[src/design/tid_pkg.sv]
`timescale 1ns / 1ps
// ----------------------------------------------------------------------------
// tid_pkg
// Shared types and constants of the reservation station issue core.
// ----------------------------------------------------------------------------
package tid_pkg;

    localparam int ADD_STATIONS = 3;
    localparam int MUL_STATIONS = 2;
    localparam int NST          = ADD_STATIONS + MUL_STATIONS;
    localparam int NUM_REGS     = 5;
    localparam int DATA_WIDTH   = 32;
    localparam int TAG_W        = 3;
    localparam int LAT_W        = 8;
    localparam int DIV_CNT_W    = $clog2(DATA_WIDTH);

    localparam logic [1:0] CFG_ADD_LAT = 2'd0;
    localparam logic [1:0] CFG_MUL_LAT = 2'd1;
    localparam logic [1:0] CFG_DIV_LAT = 2'd2;

    localparam logic [LAT_W-1:0] ADD_LAT_RST = 8'd2;
    localparam logic [LAT_W-1:0] MUL_LAT_RST = 8'd10;
    localparam logic [LAT_W-1:0] DIV_LAT_RST = 8'd40;

    typedef enum logic [2:0] {
        OPC_ADD  = 3'd0,
        OPC_SUB  = 3'd1,
        OPC_ADDI = 3'd2,
        OPC_MUL  = 3'd3,
        OPC_DIV  = 3'd4
    } t_opcode;

    typedef enum logic [1:0] {
        ALU_ADD = 2'd0,
        ALU_SUB = 2'd1,
        ALU_MUL = 2'd2,
        ALU_DIV = 2'd3
    } t_alu_op;

    typedef enum logic [2:0] {
        S_IDLE,
        S_COUNT,
        S_EXEC,
        S_DIV,
        S_WB,
        S_ISSUE,
        S_OUT
    } t_state;

    typedef struct packed {
        logic accept;
        logic count;
        logic exec;
        logic div_step;
        logic wb;
        logic issue;
        logic out_load;
    } t_dp_cmd;

    typedef struct packed {
        logic mul_fire;
        logic mul_is_div;
        logic div_last;
        logic out_free;
    } t_dp_status;

endpackage

[src/design/tomasulo_issue_dispatch_writeback.sv]
`timescale 1ns / 1ps
// ----------------------------------------------------------------------------
// tomasulo_issue_dispatch_writeback
// Reservation-station core: writeback, dispatch and issue of one machine
// cycle per input word.
// ----------------------------------------------------------------------------
// Each accepted input word is one machine cycle and yields exactly one output
// word. A word passes through the count, execute, writeback, issue and output
// steps on its way to the output register, and the next input word is taken
// only once it has left the output step. A word in which the mul/div unit
// writes back a divide also passes through a divide step, because the quotient
// comes from a one-bit-per-cycle divider run before writeback. While the output
// register is held by a stall, the sequencer waits in its output step.
// The input is taken only while the sequencer is idle; a finished word waits
// in the output register while the next input is accepted. The latency
// registers are written through the configuration port, index 0 add, 1 mul,
// 2 div; the port is always ready.
module tomasulo_issue_dispatch_writeback (
    input  logic               i_clk,
    input  logic               i_rst_n,
    input  logic               i_valid,
    output logic               o_stall,
    input  logic               i_offer_valid,
    input  logic [2:0]         i_opcode,
    input  logic [2:0]         i_dest_reg,
    input  logic [2:0]         i_src1_reg,
    input  logic [2:0]         i_src2_reg,
    input  logic signed [11:0] i_immediate,
    input  logic               i_cfg_valid,
    output logic               o_cfg_ready,
    input  logic [1:0]         i_cfg_index,
    input  logic [7:0]         i_cfg_data,
    output logic               o_valid,
    input  logic               i_stall,
    output logic               o_issued,
    output logic               o_add_done,
    output logic [1:0]         o_add_done_station,
    output logic signed [31:0] o_add_done_value,
    output logic               o_mul_done,
    output logic [2:0]         o_mul_done_station,
    output logic signed [31:0] o_mul_done_value,
    output logic               o_machine_empty
);

    tid_pkg::t_dp_cmd    cmd;
    tid_pkg::t_dp_status sts;

    assign o_stall     = !cmd.accept;
    assign o_cfg_ready = 1'b1;

    tid_ctrl u_ctrl (
        .i_clk   (i_clk),
        .i_rst_n (i_rst_n),
        .i_valid (i_valid),
        .i_sts   (sts),
        .o_cmd   (cmd)
    );

    tid_dp u_dp (
        .i_clk              (i_clk),
        .i_rst_n            (i_rst_n),
        .i_cmd              (cmd),
        .o_sts              (sts),
        .i_valid            (i_valid),
        .i_offer_valid      (i_offer_valid),
        .i_opcode           (i_opcode),
        .i_dest_reg         (i_dest_reg),
        .i_src1_reg         (i_src1_reg),
        .i_src2_reg         (i_src2_reg),
        .i_immediate        (i_immediate),
        .i_cfg_valid        (i_cfg_valid),
        .i_cfg_index        (i_cfg_index),
        .i_cfg_data         (i_cfg_data),
        .i_stall            (i_stall),
        .o_valid            (o_valid),
        .o_issued           (o_issued),
        .o_add_done         (o_add_done),
        .o_add_done_station (o_add_done_station),
        .o_add_done_value   (o_add_done_value),
        .o_mul_done         (o_mul_done),
        .o_mul_done_station (o_mul_done_station),
        .o_mul_done_value   (o_mul_done_value),
        .o_machine_empty    (o_machine_empty)
    );

`ifndef SYNTH
    a_cmd_onehot: assert property (@(posedge i_clk) disable iff (!i_rst_n)
        $onehot0(cmd))
        else $error("more than one datapath command active");
    a_div_needs_fire: assert property (@(posedge i_clk) disable iff (!i_rst_n)
        cmd.div_step |-> sts.mul_fire)
        else $error("divider stepping without a mul/div writeback");
    a_accept_counts: assert property (@(posedge i_clk) disable iff (!i_rst_n)
        (i_valid && !o_stall) |=> cmd.count)
        else $error("accepted word did not start its cycle");
    a_load_free: assert property (@(posedge i_clk) disable iff (!i_rst_n)
        cmd.out_load |-> (!o_valid || !i_stall))
        else $error("output register overwritten while stalled");
`endif

endmodule

[src/design/tid_ctrl.sv]
`timescale 1ns / 1ps
// ----------------------------------------------------------------------------
// tid_ctrl
// Sequencer that walks one machine cycle through count, execute, divide (for a
// divide writeback), writeback, dispatch/issue and result delivery.
// ----------------------------------------------------------------------------
module tid_ctrl (
    input  logic                i_clk,
    input  logic                i_rst_n,
    input  logic                i_valid,
    input  tid_pkg::t_dp_status i_sts,
    output tid_pkg::t_dp_cmd    o_cmd
);

    tid_pkg::t_state r_state;
    tid_pkg::t_state n_state;

    always_ff @(posedge i_clk) begin
        if (!i_rst_n) begin
            r_state <= tid_pkg::S_IDLE;
        end else begin
            r_state <= n_state;
        end
    end

    always_comb begin
        n_state = r_state;
        unique case (r_state)
            tid_pkg::S_IDLE: begin
                if (i_valid) n_state = tid_pkg::S_COUNT;
            end
            tid_pkg::S_COUNT: n_state = tid_pkg::S_EXEC;
            tid_pkg::S_EXEC: begin
                if (i_sts.mul_fire && i_sts.mul_is_div) n_state = tid_pkg::S_DIV;
                else n_state = tid_pkg::S_WB;
            end
            tid_pkg::S_DIV: begin
                if (i_sts.div_last) n_state = tid_pkg::S_WB;
            end
            tid_pkg::S_WB:    n_state = tid_pkg::S_ISSUE;
            tid_pkg::S_ISSUE: n_state = tid_pkg::S_OUT;
            tid_pkg::S_OUT: begin
                if (i_sts.out_free) n_state = tid_pkg::S_IDLE;
            end
            default: n_state = tid_pkg::S_IDLE;
        endcase
    end

    always_comb begin
        o_cmd = '0;
        unique case (r_state)
            tid_pkg::S_IDLE:  o_cmd.accept   = 1'b1;
            tid_pkg::S_COUNT: o_cmd.count    = 1'b1;
            tid_pkg::S_EXEC:  o_cmd.exec     = 1'b1;
            tid_pkg::S_DIV:   o_cmd.div_step = 1'b1;
            tid_pkg::S_WB:    o_cmd.wb       = 1'b1;
            tid_pkg::S_ISSUE: o_cmd.issue    = 1'b1;
            tid_pkg::S_OUT:   o_cmd.out_load = i_sts.out_free;
            default: o_cmd = '0;
        endcase
    end

endmodule

[src/design/tid_dp.sv]
`timescale 1ns / 1ps
// ----------------------------------------------------------------------------
// tid_dp
// Datapath: reservation stations, rename table, register file, the two
// execution units with a bit-serial divider, and the result register.
// ----------------------------------------------------------------------------
module tid_dp (
    input  logic                i_clk,
    input  logic                i_rst_n,
    input  tid_pkg::t_dp_cmd    i_cmd,
    output tid_pkg::t_dp_status o_sts,
    input  logic                i_valid,
    input  logic                i_offer_valid,
    input  logic [2:0]          i_opcode,
    input  logic [2:0]          i_dest_reg,
    input  logic [2:0]          i_src1_reg,
    input  logic [2:0]          i_src2_reg,
    input  logic signed [11:0]  i_immediate,
    input  logic                i_cfg_valid,
    input  logic [1:0]          i_cfg_index,
    input  logic [7:0]          i_cfg_data,
    input  logic                i_stall,
    output logic                o_valid,
    output logic                o_issued,
    output logic                o_add_done,
    output logic [1:0]          o_add_done_station,
    output logic signed [31:0]  o_add_done_value,
    output logic                o_mul_done,
    output logic [2:0]          o_mul_done_station,
    output logic signed [31:0]  o_mul_done_value,
    output logic                o_machine_empty
);

    localparam int DW  = tid_pkg::DATA_WIDTH;
    localparam int TW  = tid_pkg::TAG_W;
    localparam int LW  = tid_pkg::LAT_W;
    localparam int NST = tid_pkg::NST;
    localparam int NR  = tid_pkg::NUM_REGS;
    localparam int AS  = tid_pkg::ADD_STATIONS;

    // Latched input word.
    logic              r_in_offer;
    logic [2:0]        r_in_opcode;
    logic [2:0]        r_in_dest;
    logic [2:0]        r_in_src1;
    logic [2:0]        r_in_src2;
    logic [11:0]       r_in_imm;

    logic [LW-1:0]     r_add_lat;
    logic [LW-1:0]     r_mul_lat;
    logic [LW-1:0]     r_div_lat;

    logic                  r_busy  [NST];
    tid_pkg::t_alu_op      r_op    [NST];
    logic [TW-1:0]         r_tag1  [NST];
    logic [TW-1:0]         r_tag2  [NST];
    logic [DW-1:0]         r_val1  [NST];
    logic [DW-1:0]         r_val2  [NST];
    logic [TW-1:0]         r_rename[NR];
    logic [DW-1:0]         r_regs  [NR];

    // Execution units keep a copy of their operands from dispatch.
    logic                  r_add_busy;
    logic [TW-1:0]         r_add_st;
    logic [LW-1:0]         r_add_cnt;
    tid_pkg::t_alu_op      r_add_op;
    logic [DW-1:0]         r_add_a;
    logic [DW-1:0]         r_add_b;
    logic                  r_add_fire;
    logic                  r_mul_busy;
    logic [TW-1:0]         r_mul_st;
    logic [LW-1:0]         r_mul_cnt;
    tid_pkg::t_alu_op      r_mul_op;
    logic [DW-1:0]         r_mul_a;
    logic [DW-1:0]         r_mul_b;
    logic                  r_mul_fire;
    logic [DW-1:0]         r_prod;

    logic [DW-1:0]             r_div_rem;
    logic [DW-1:0]             r_div_quo;
    logic [DW-1:0]             r_div_den;
    logic                      r_div_neg;
    logic [tid_pkg::DIV_CNT_W-1:0] r_div_cnt;

    logic              r_res_issued;
    logic              r_res_add_done;
    logic [TW-1:0]     r_res_add_st;
    logic [DW-1:0]     r_res_add_val;
    logic              r_res_mul_done;
    logic [TW-1:0]     r_res_mul_st;
    logic [DW-1:0]     r_res_mul_val;

    logic              r_o_valid;
    logic              r_o_issued;
    logic              r_o_add_done;
    logic [1:0]        r_o_add_st;
    logic [DW-1:0]     r_o_add_val;
    logic              r_o_mul_done;
    logic [2:0]        r_o_mul_st;
    logic [DW-1:0]     r_o_mul_val;
    logic              r_o_empty;

    logic [DW-1:0]     add_val;
    logic [DW-1:0]     mul_val;
    logic [DW-1:0]     div_val;
    logic [DW:0]       div_shift;
    logic [DW:0]       div_diff;
    logic [DW-1:0]     mag_a;
    logic [DW-1:0]     mag_b;
    logic              any_busy;

    logic              add_pick_ok;
    logic [TW-1:0]     add_pick;
    logic              mul_pick_ok;
    logic [TW-1:0]     mul_pick;
    tid_pkg::t_alu_op  add_pick_op;
    logic [DW-1:0]     add_pick_a;
    logic [DW-1:0]     add_pick_b;
    tid_pkg::t_alu_op  mul_pick_op;
    logic [DW-1:0]     mul_pick_a;
    logic [DW-1:0]     mul_pick_b;

    logic              iss_ok;
    logic [TW-1:0]     iss_st;
    logic              iss_add_cls;
    tid_pkg::t_alu_op  iss_op;
    logic [TW-1:0]     s1_tag;
    logic [DW-1:0]     s1_val;
    logic [TW-1:0]     s2_tag;
    logic [DW-1:0]     s2_val;
    logic [DW-1:0]     imm_ext;

    assign add_val = (r_add_op == tid_pkg::ALU_SUB) ? r_add_a - r_add_b : r_add_a + r_add_b;

    assign mag_a     = r_mul_a[DW-1] ? DW'(-r_mul_a) : r_mul_a;
    assign mag_b     = r_mul_b[DW-1] ? DW'(-r_mul_b) : r_mul_b;
    assign div_shift = {r_div_rem, r_div_quo[DW-1]};
    assign div_diff  = div_shift - {1'b0, r_div_den};
    // A zero divisor leaves an all-ones quotient, so it is caught separately.
    assign div_val   = (r_div_den == '0) ? '0 :
                       (r_div_neg ? DW'(-r_div_quo) : r_div_quo);
    assign mul_val   = (r_mul_op == tid_pkg::ALU_DIV) ? div_val : r_prod;

    always_comb begin
        any_busy = 1'b0;
        for (int j = 0; j < NST; j++) any_busy = any_busy | r_busy[j];
    end

    // Highest-numbered ready station per unit.
    always_comb begin
        add_pick_ok = 1'b0;
        add_pick    = '0;
        add_pick_op = tid_pkg::ALU_ADD;
        add_pick_a  = '0;
        add_pick_b  = '0;
        for (int j = 0; j < AS; j++) begin
            if (r_busy[j] && r_tag1[j] == '0 && r_tag2[j] == '0) begin
                add_pick_ok = 1'b1;
                add_pick    = TW'(j + 1);
                add_pick_op = r_op[j];
                add_pick_a  = r_val1[j];
                add_pick_b  = r_val2[j];
            end
        end
        mul_pick_ok = 1'b0;
        mul_pick    = '0;
        mul_pick_op = tid_pkg::ALU_MUL;
        mul_pick_a  = '0;
        mul_pick_b  = '0;
        for (int j = AS; j < NST; j++) begin
            if (r_busy[j] && r_tag1[j] == '0 && r_tag2[j] == '0) begin
                mul_pick_ok = 1'b1;
                mul_pick    = TW'(j + 1);
                mul_pick_op = r_op[j];
                mul_pick_a  = r_val1[j];
                mul_pick_b  = r_val2[j];
            end
        end
    end

    // Issue: lowest free station of the class and the operand lookup.
    always_comb begin
        iss_add_cls = (r_in_opcode <= tid_pkg::OPC_ADDI);
        iss_ok      = 1'b0;
        iss_st      = '0;
        for (int j = NST - 1; j >= 0; j--) begin
            if (!r_busy[j] && ((j < AS) == iss_add_cls)) begin
                iss_ok = 1'b1;
                iss_st = TW'(j + 1);
            end
        end
        iss_ok = iss_ok && r_in_offer && (r_in_opcode <= tid_pkg::OPC_DIV);
        unique case (r_in_opcode)
            tid_pkg::OPC_SUB: iss_op = tid_pkg::ALU_SUB;
            tid_pkg::OPC_MUL: iss_op = tid_pkg::ALU_MUL;
            tid_pkg::OPC_DIV: iss_op = tid_pkg::ALU_DIV;
            default:          iss_op = tid_pkg::ALU_ADD;
        endcase
        s1_tag = '0;
        s1_val = '0;
        s2_tag = '0;
        s2_val = '0;
        for (int k = 0; k < NR; k++) begin
            if (r_in_src1 == 3'(k + 1)) begin
                s1_tag = r_rename[k];
                s1_val = (r_rename[k] == '0) ? r_regs[k] : '0;
            end
            if (r_in_src2 == 3'(k + 1)) begin
                s2_tag = r_rename[k];
                s2_val = (r_rename[k] == '0) ? r_regs[k] : '0;
            end
        end
        imm_ext = DW'(signed'(r_in_imm));
        if (r_in_opcode == tid_pkg::OPC_ADDI) begin
            s2_tag = '0;
            s2_val = imm_ext;
        end
    end

    always_ff @(posedge i_clk) begin
        if (i_cmd.accept && i_valid) begin
            r_in_offer  <= i_offer_valid;
            r_in_opcode <= i_opcode;
            r_in_dest   <= i_dest_reg;
            r_in_src1   <= i_src1_reg;
            r_in_src2   <= i_src2_reg;
            r_in_imm    <= i_immediate;
        end
    end

    always_ff @(posedge i_clk) begin
        if (!i_rst_n) begin
            r_add_lat <= tid_pkg::ADD_LAT_RST;
            r_mul_lat <= tid_pkg::MUL_LAT_RST;
            r_div_lat <= tid_pkg::DIV_LAT_RST;
        end else if (i_cfg_valid) begin
            unique case (i_cfg_index)
                tid_pkg::CFG_ADD_LAT: r_add_lat <= i_cfg_data;
                tid_pkg::CFG_MUL_LAT: r_mul_lat <= i_cfg_data;
                tid_pkg::CFG_DIV_LAT: r_div_lat <= i_cfg_data;
                default: ;
            endcase
        end
    end

    // Station, rename and register file state.
    always_ff @(posedge i_clk) begin
        if (!i_rst_n) begin
            for (int j = 0; j < NST; j++) begin
                r_busy[j] <= 1'b0;
                r_op[j]   <= tid_pkg::ALU_ADD;
                r_tag1[j] <= '0;
                r_tag2[j] <= '0;
            end
            for (int k = 0; k < NR; k++) begin
                r_rename[k] <= '0;
                r_regs[k]   <= DW'(k * 2);
            end
        end else if (i_cmd.wb) begin
            for (int k = 0; k < NR; k++) begin
                if (r_add_fire && r_rename[k] == r_add_st) begin
                    r_rename[k] <= '0;
                    r_regs[k]   <= add_val;
                end else if (r_mul_fire && r_rename[k] == r_mul_st) begin
                    r_rename[k] <= '0;
                    r_regs[k]   <= mul_val;
                end
            end
            for (int j = 0; j < NST; j++) begin
                if (r_add_fire && r_tag1[j] == r_add_st) begin
                    r_tag1[j] <= '0;
                    r_val1[j] <= add_val;
                end else if (r_mul_fire && r_tag1[j] == r_mul_st) begin
                    r_tag1[j] <= '0;
                    r_val1[j] <= mul_val;
                end
                if (r_add_fire && r_tag2[j] == r_add_st) begin
                    r_tag2[j] <= '0;
                    r_val2[j] <= add_val;
                end else if (r_mul_fire && r_tag2[j] == r_mul_st) begin
                    r_tag2[j] <= '0;
                    r_val2[j] <= mul_val;
                end
                if ((r_add_fire && r_add_st == TW'(j + 1)) ||
                    (r_mul_fire && r_mul_st == TW'(j + 1))) begin
                    r_busy[j] <= 1'b0;
                    r_op[j]   <= tid_pkg::ALU_ADD;
                end
            end
        end else if (i_cmd.issue && iss_ok) begin
            for (int j = 0; j < NST; j++) begin
                if (iss_st == TW'(j + 1)) begin
                    r_busy[j] <= 1'b1;
                    r_op[j]   <= iss_op;
                    r_tag1[j] <= s1_tag;
                    r_val1[j] <= s1_val;
                    r_tag2[j] <= s2_tag;
                    r_val2[j] <= s2_val;
                end
            end
            for (int k = 0; k < NR; k++) begin
                if (r_in_dest == 3'(k + 1)) r_rename[k] <= iss_st;
            end
        end
    end

    // Execution units.
    always_ff @(posedge i_clk) begin
        if (!i_rst_n) begin
            r_add_busy <= 1'b0;
            r_add_st   <= '0;
            r_add_cnt  <= '0;
            r_add_fire <= 1'b0;
            r_mul_busy <= 1'b0;
            r_mul_st   <= '0;
            r_mul_cnt  <= '0;
            r_mul_fire <= 1'b0;
        end else if (i_cmd.count) begin
            r_add_fire <= r_add_busy && (r_add_cnt == LW'(1));
            r_mul_fire <= r_mul_busy && (r_mul_cnt == LW'(1));
            if (r_add_busy) r_add_cnt <= r_add_cnt - LW'(1);
            if (r_mul_busy) r_mul_cnt <= r_mul_cnt - LW'(1);
        end else if (i_cmd.wb) begin
            if (r_add_fire) begin
                r_add_busy <= 1'b0;
                r_add_st   <= '0;
            end
            if (r_mul_fire) begin
                r_mul_busy <= 1'b0;
                r_mul_st   <= '0;
            end
        end else if (i_cmd.issue) begin
            if (!r_add_busy && add_pick_ok) begin
                r_add_busy <= 1'b1;
                r_add_st   <= add_pick;
                r_add_cnt  <= (r_add_lat == '0) ? LW'(1) : r_add_lat;
            end
            if (!r_mul_busy && mul_pick_ok) begin
                r_mul_busy <= 1'b1;
                r_mul_st   <= mul_pick;
                if (mul_pick_op == tid_pkg::ALU_MUL)
                    r_mul_cnt <= (r_mul_lat == '0) ? LW'(1) : r_mul_lat;
                else
                    r_mul_cnt <= (r_div_lat == '0) ? LW'(1) : r_div_lat;
            end
        end
    end

    always_ff @(posedge i_clk) begin
        if (i_cmd.issue && !r_add_busy && add_pick_ok) begin
            r_add_op <= add_pick_op;
            r_add_a  <= add_pick_a;
            r_add_b  <= add_pick_b;
        end
        if (i_cmd.issue && !r_mul_busy && mul_pick_ok) begin
            r_mul_op <= mul_pick_op;
            r_mul_a  <= mul_pick_a;
            r_mul_b  <= mul_pick_b;
        end
        if (i_cmd.exec) begin
            r_prod    <= DW'(r_mul_a * r_mul_b);
            r_div_rem <= '0;
            r_div_quo <= mag_a;
            r_div_den <= mag_b;
            r_div_neg <= r_mul_a[DW-1] ^ r_mul_b[DW-1];
        end else if (i_cmd.div_step) begin
            if (!div_diff[DW]) begin
                r_div_rem <= div_diff[DW-1:0];
                r_div_quo <= {r_div_quo[DW-2:0], 1'b1};
            end else begin
                r_div_rem <= div_shift[DW-1:0];
                r_div_quo <= {r_div_quo[DW-2:0], 1'b0};
            end
        end
    end

    always_ff @(posedge i_clk) begin
        if (!i_rst_n) begin
            r_div_cnt <= '0;
        end else if (i_cmd.exec) begin
            r_div_cnt <= '0;
        end else if (i_cmd.div_step) begin
            r_div_cnt <= r_div_cnt + 1'b1;
        end
    end

    // Per-word result fields.
    always_ff @(posedge i_clk) begin
        if (i_cmd.wb) begin
            r_res_add_done <= r_add_fire;
            r_res_add_st   <= r_add_fire ? r_add_st : '0;
            r_res_add_val  <= r_add_fire ? add_val : '0;
            r_res_mul_done <= r_mul_fire;
            r_res_mul_st   <= r_mul_fire ? r_mul_st : '0;
            r_res_mul_val  <= r_mul_fire ? mul_val : '0;
        end
        if (i_cmd.issue) r_res_issued <= iss_ok;
    end

    always_ff @(posedge i_clk) begin
        if (!i_rst_n) begin
            r_o_valid <= 1'b0;
        end else if (i_cmd.out_load) begin
            r_o_valid <= 1'b1;
        end else if (!i_stall) begin
            r_o_valid <= 1'b0;
        end
    end

    always_ff @(posedge i_clk) begin
        if (i_cmd.out_load) begin
            r_o_issued   <= r_res_issued;
            r_o_add_done <= r_res_add_done;
            r_o_add_st   <= r_res_add_st[1:0];
            r_o_add_val  <= r_res_add_val;
            r_o_mul_done <= r_res_mul_done;
            r_o_mul_st   <= r_res_mul_st;
            r_o_mul_val  <= r_res_mul_val;
            r_o_empty    <= !any_busy;
        end
    end

    assign o_sts.mul_fire   = r_mul_fire;
    assign o_sts.mul_is_div = (r_mul_op == tid_pkg::ALU_DIV);
    assign o_sts.div_last   = (r_div_cnt == tid_pkg::DIV_CNT_W'(DW - 1));
    assign o_sts.out_free   = !r_o_valid || !i_stall;

    assign o_valid            = r_o_valid;
    assign o_issued           = r_o_issued;
    assign o_add_done         = r_o_add_done;
    assign o_add_done_station = r_o_add_st;
    assign o_add_done_value   = r_o_add_val;
    assign o_mul_done         = r_o_mul_done;
    assign o_mul_done_station = r_o_mul_st;
    assign o_mul_done_value   = r_o_mul_val;
    assign o_machine_empty    = r_o_empty;

endmodule

[config.mk]
export PLATFORM = sky130hd
export DESIGN_NAME = tomasulo_issue_dispatch_writeback
export DESIGN_NICKNAME = d
export VERILOG_FILES = /design/src/design/tid_pkg.sv /design/src/design/tomasulo_issue_dispatch_writeback.sv /design/src/design/tid_ctrl.sv /design/src/design/tid_dp.sv
export SDC_FILE = /design/constraint.sdc
export NUM_CORES = 2
export LEC_CHECK = 0
export ABC_AREA = 1
export BUFFER_PORTS_ARGS = -buffer_cell sky130_fd_sc_hd__buf_2
export CAP_MARGIN = 10
export CORE_MARGIN = 2
export CORE_UTILIZATION = 35
export DETAILED_ROUTE_END_ITERATION = 6
export HOLD_SLACK_MARGIN = 0.06
export SLEW_MARGIN = 20
export SYNTH_ARGS = -nofsm -noshare
export SYNTH_HDL_FRONTEND = slang
export SYNTH_SLANG_ARGS = --single-unit
[constraint.sdc]
create_clock -name i_clk -period 9 [get_ports i_clk]
set_clock_uncertainty 0.2 [all_clocks]
set_input_delay 1.8 -clock i_clk [delete_from_list [all_inputs] [get_ports i_clk]]
set_output_delay 1.8 -clock i_clk [all_outputs]
set_load 0.005 [all_outputs]
# == Yosys cells after proc, flatten, opt, wreduce, memory -nomap -nowiden ==
# Memories as Yosys holds them, arrays and structs flattened.
# Index checks and enable logic that the tools add are counted.
# op_classes
add_sub_neg,9
multipliers,1
order_cmp,2
eq_ne,87
muxes,418
bitwise_logic,103
reduce_logical,122
# ops
op,count
2-to-1 mux 32 bit,64
2-to-1 mux 1 bit,245
2-to-1 mux 3 bit,75
2-to-1 mux 8 bit,14
OR 1 bit,99
negator 32 bit,3
== test 3 bit,30
logical AND 1 bit,68
"== test 3 x 2 -> 1 bit, second input constant",16
"== test 3 bit, second input constant",16
logical NOT 3 bit,16
2-to-1 mux 2 bit,17
subtractor 33 x 32 -> 33 bit,1
adder 32 bit,1
logical NOT 32 bit,1
multiplier 32 x 32 -> 32 bit,1
subtractor 32 bit,1
2-to-1 mux 31 bit,1
"== test 3 x 1 -> 1 bit, second input constant",8
logical NOT 8 bit,3
case mux 3 bit (7 select lines),1
"== test 8 x 1 -> 1 bit, second input constant",2
AND reduction 4 bit,4
"subtractor 8 x 1 -> 8 bit, second input constant",2
other kinds (18),53
# word_totals
ff_bits,490
ramBits,540
in_bits,40
word_cells,797
mem_count,8
# memory_table
name,depth,word_bits,rd,rd_clocked_by_memory_dff,wr,line_no,text
u_dp.r_regs,5,32,5,0,5,tid_dp.sv:60,logic [DW-1:0] r_regs [NR];
u_dp.r_val1,5,32,5,0,5,tid_dp.sv:57,logic [DW-1:0] r_val1 [NST];
u_dp.r_val2,5,32,5,0,5,tid_dp.sv:58,logic [DW-1:0] r_val2 [NST];
u_dp.r_rename,5,3,5,0,5,tid_dp.sv:59,logic [TW-1:0] r_rename[NR];
u_dp.r_tag1,5,3,5,0,5,tid_dp.sv:55,logic [TW-1:0] r_tag1 [NST];
u_dp.r_tag2,5,3,5,0,5,tid_dp.sv:56,logic [TW-1:0] r_tag2 [NST];
2 more memories,--,--,--,--,--,--,

# == Depth between registers and ports, before layout ==
# depth
ltp_word,16
mapped_depth,33

# == By module ==
# Synthesis repeated with hierarchy kept, for this count alone.
# unflattened
cells_unflattened,8941
area_unflattened_um2,73634.4
# by_module_without_submodules
mod,n_inst,cells_per_inst,area_each_um2
tid_dp,1,8894,73371.6
tid_ctrl,1,44,247.7
tomasulo_issue_dispatch_writeback,1,3,15.0

# == Worst setup path before layout ==
# OpenSTA, ideal clock, no wires.
# synth_timing
path_kind,reg2reg
from,reg u_dp.r_mul_a[13]
to,reg u_dp.r_prod[29] (data pin)
setup_time_ns,0.265
t_arrival_ns,6.410
required_ns,8.535
path_slack_ns,2.125
path_stages_with_launch,26
path_buffers,2
synth_period_minus_slack_ns,6.875
cell_sequence,edfxtp_1 -> clkbuf_1 -> buf_1 -> nand2_1 -> inv_1 -> fa_1 -> fa_1 -> fa_1 -> inv_1 -> fa_1 -> inv_1 -> fa_1 -> inv_1 -> fa_1 -> inv_1 -> fa_1 -> fa_1 -> ha_1 -> inv_1 -> o21ai_0 -> a21o_1 -> a21oi_1 -> nand3_1 -> a21oi_1 -> o21ai_0 -> xor2_1
# synth_between
elab_chain_cells,1
# synth_lines
element,line_no,text
from (decl),tid_dp.sv:74,logic [DW-1:0] r_mul_a;
from (signal assigned),tid_dp.sv:357,r_mul_a <= mul_pick_a;
multiplier 32 x 32 -> 32 bit,tid_dp.sv:361,r_prod <= DW'(r_mul_a * r_mul_b);
to (signal assigned),tid_dp.sv:361,
to (decl),tid_dp.sv:77,logic [DW-1:0] r_prod;
# Every way passes these cells.
# A chain may end at the register's enable or synchronous reset.

# == Worst setup path after layout ==
# layout_timing
from,reg u_dp.r_mul_a[6]
to,reg u_dp.r_prod[28] (data pin)
# Same word-level chain as after synthesis.

==> impl_metrics.tcl <==
set metrics [dict create \
    vias 65715 \
    fill_cells 21168 \
    setup_tns_ns 0 \
    yosys.area_share.xor_xnor 0.0235 \
    synth_edf_count 937 \
    synthSimpleGateAreaFrac 0.217 \
    syn_inst 8953 \
    ys_warn_count 0 \
    min_path_type "flop to flop" \
    rsz0062_at_grt "false" \
    finalHoldViolCount 0 \
    cts_buffer_depth 3 \
    ys_ff_latch 1026 \
    syn_nets 9599 \
    top_regs "u_dp.r_regs: 160 flops, u_dp.r_val1: 160 flops, u_dp.r_val2: 160 flops" \
    synth_top_family_by_area "simple AND/OR/NAND/NOR gates" \
    worst_slew_pin_slew_ns 1.33 \
    grt_max_degree 76 \
    mostFrequentLayoutCell "nand2_1" \
    ys_seq_area_frac 0.408 \
    relSlewSlack 0.102 \
    nNetsFinal 9502 \
    cp.arrival_ns 7.92 \
    synthAdderAreaFrac 0.145 \
    status "finished, final reports clean" \
    period_needed_ns 7.66 \
    rows 168 \
    drc 0 \
    ys_async_sr_fraction 0 \
    criticalPathCategory "flop to flop" \
    crit_start "u_dp.r_mul_a[6]" \
    drtAntennaViolNets 0 \
    period_share 0.851 \
    ctsResizeCount 0 \
    final-max-slew-violation-count 0 \
    vias_per_cell 5.58 \
    io_buffers 113 \
    drt_first_pass_iters 7 \
    die_w_um 462 \
    cts_buffers 111 \
    numClockSinks 1026 \
    layout_common_cells "nand2_1, inv_1, edfxtp_1" \
    synth_cell_types 67 \
    drt_iter0_drc 9383 \
    htree_levels 3 \
    dp.final_hpwl_um 209000 \
    start_util 0.351 \
    maxCapViolCount 0 \
    post_cts_buffers 0 \
    synth.top_cell.area_share 0.384 \
    ir_drop_v 0.000162 \
    hold_start "u_dp.r_res_add_val[15]" \
    synth_area_leader_cell "edfxtp_1" \
    cts_tree "built" \
    gp_congestion 0.973 \
    fp.coreArea_mm2 0.209 \
    routedWlPerCell_um 25.1 \
    avgSynthCellArea_um2 8.19 \
    endpoint_kind "flop" \
    grt_pass1_vias 62172 \
    wirelength_um 296000 \
    cp_data_required_time_ns 9.26 \
    synth_compound_area_frac 0.109 \
    ctsRootBufferMaster "clkbuf_16" \
    die_height_um 462 \
    fmax_mhz 131 \
    power_leakage_uw 0.0357 \
    die_area_mm2 0.213 \
    grt-ovfl-total 0 \
    yosys_most_used_dff "edfxtp_1" \
    drive_gt1_frac 0.0694 \
    grt_antenna_before_repair 23 \
    clock_latency_ns 0.80 \
    fin_ws_ns 1.34 \
    syn2layout_area_growth_pct 10.1 \
    startpoint_type "flop" \
    pre_cts_slack_ns 1.51 \
    synthMuxAreaShare 0 \
    cts_hold_buf 0 \
    synth_area_mm2 0.0733 \
    track_usage 0.273 \
    synth.area.top_cells "edfxtp_1, nand2_1, fa_1, inv_1, nand3_1" \
    grt_pass1_wl_um 428000 \
    cp_max_fo 19 \
    clkTransAtPathRegs_ns 0.06 \
    worstReg2RegStart "u_dp.r_mul_a[6]" \
    setup_violations 0 \
    io_pins 116 \
    p_per_area_mw_per_mm2 142 \
]
## metrics by stage
stage	power (uW)	std cells	cell area (um^2)	hold WS, ns	util
2_1_floorplan	6030	8953	73300	0.200	-
3_3_place_gp	6530	11547	76800	0.205	0.368
3_5_place_dp	6540	11547	76800	0.205	0.368
4_1_cts	11400	11758	80700	0.216	0.386
5_1_grt	11700	11762	80700	0.222	0.386
6_report	11400	11771	80700	0.214	0.386
## critical path, cell delays in order, from the launching register on
cell      delay [ns]
edfxtp_1        1.10
buf_4           0.41
nand2_1         0.09
inv_1           0.11
fa_1            0.41
fa_1            0.52
inv_1           0.05
fa_1            0.47
inv_1           0.04
ha_1            0.19
fa_1            0.47
fa_1            0.51
fa_1            0.61
fa_1            0.47
ha_1            0.38
a21oi_1         0.20
o21ai_0         0.12
a21oi_1         0.33
nand3_1         0.25
nand2_1         0.12
nand2_1         0.10
a21oi_1         0.17
xnor2_1         0.08
## worst paths after layout
| path | slack, ns | to | cells past startpoint |
|---|---|---|---|
| setup / recovery | 1.34 | u_dp.r_prod[28] | 22 |
| hold reg to reg | 0.21 | u_dp.o_add_done_value[15] | 0 |
| hold / removal | 0.21 | u_dp.o_add_done_value[15] | 0 |
| setup reg to reg | 1.34 | u_dp.r_prod[28] | 22 |
## Yosys cell counts (63+ instances only)
cell type / number
a21oi_1: 320
a31oi_1: 63
buf_1: 66
buf_2: 110
clkbuf_1: 301
dfxtp_1: 89
edfxtp_1: 937
fa_1: 410
ha_1: 196
inv_1: 1284
nand2_1: 2391
nand3_1: 572
nor2_1: 668
nor3_1: 72
o211ai_1: 86
o21ai_0: 533
o21ai_1: 155
o22ai_1: 105
xor2_1: 132
## area by class of cell
class	instances	area, um^2	share of cell area
sequential	1026	29900	0.371
inverter	1331	5000	0.0619
clock inverter	82	948	0.0117
clock buffer	129	2890	0.0357
multi-input combinational	6097	36600	0.453
timing repair buffer	289	1890	0.0234
tap	2805	3510	0.0435
antenna	12	30.0	0.000372
## power breakdown
| group | switching (uW) | leakage (uW) | internal [uW] |
|---|---|---|---|
| Combinational | 883 | 0.0243 | 222 |
| Clock | 2170 | 0.00184 | 2750 |
| Sequential | 85.5 | 0.00962 | 5310 |
| Total | 3140 | 0.0357 | 8290 |
## cells by family (layout without fill, tap and decap cells)
group | Yosys count | in the layout
and+or+nand+nor | 3876 | 3876
buffers and inverters | 1830 | 1831
AOI/OAI and AO/OA | 1418 | 1418
DFF | 1026 | 1026
adders and majority gates | 606 | 606
xor gates and xnor gates | 195 | 195
other | 2 | 14
## metal layers
layer | share of wire | vias up | global-route usage
li1 | - | 28992 | -
met1 | 0.38 | 31602 | 0.356
met2 | 0.42 | 4207 | 0.403
met3 | 0.13 | 900 | 0.0776
met4 | 0.069 | 14 | 0.162
met5 | 0.00045 | - | 0
(Power assumes the default switching activity.)
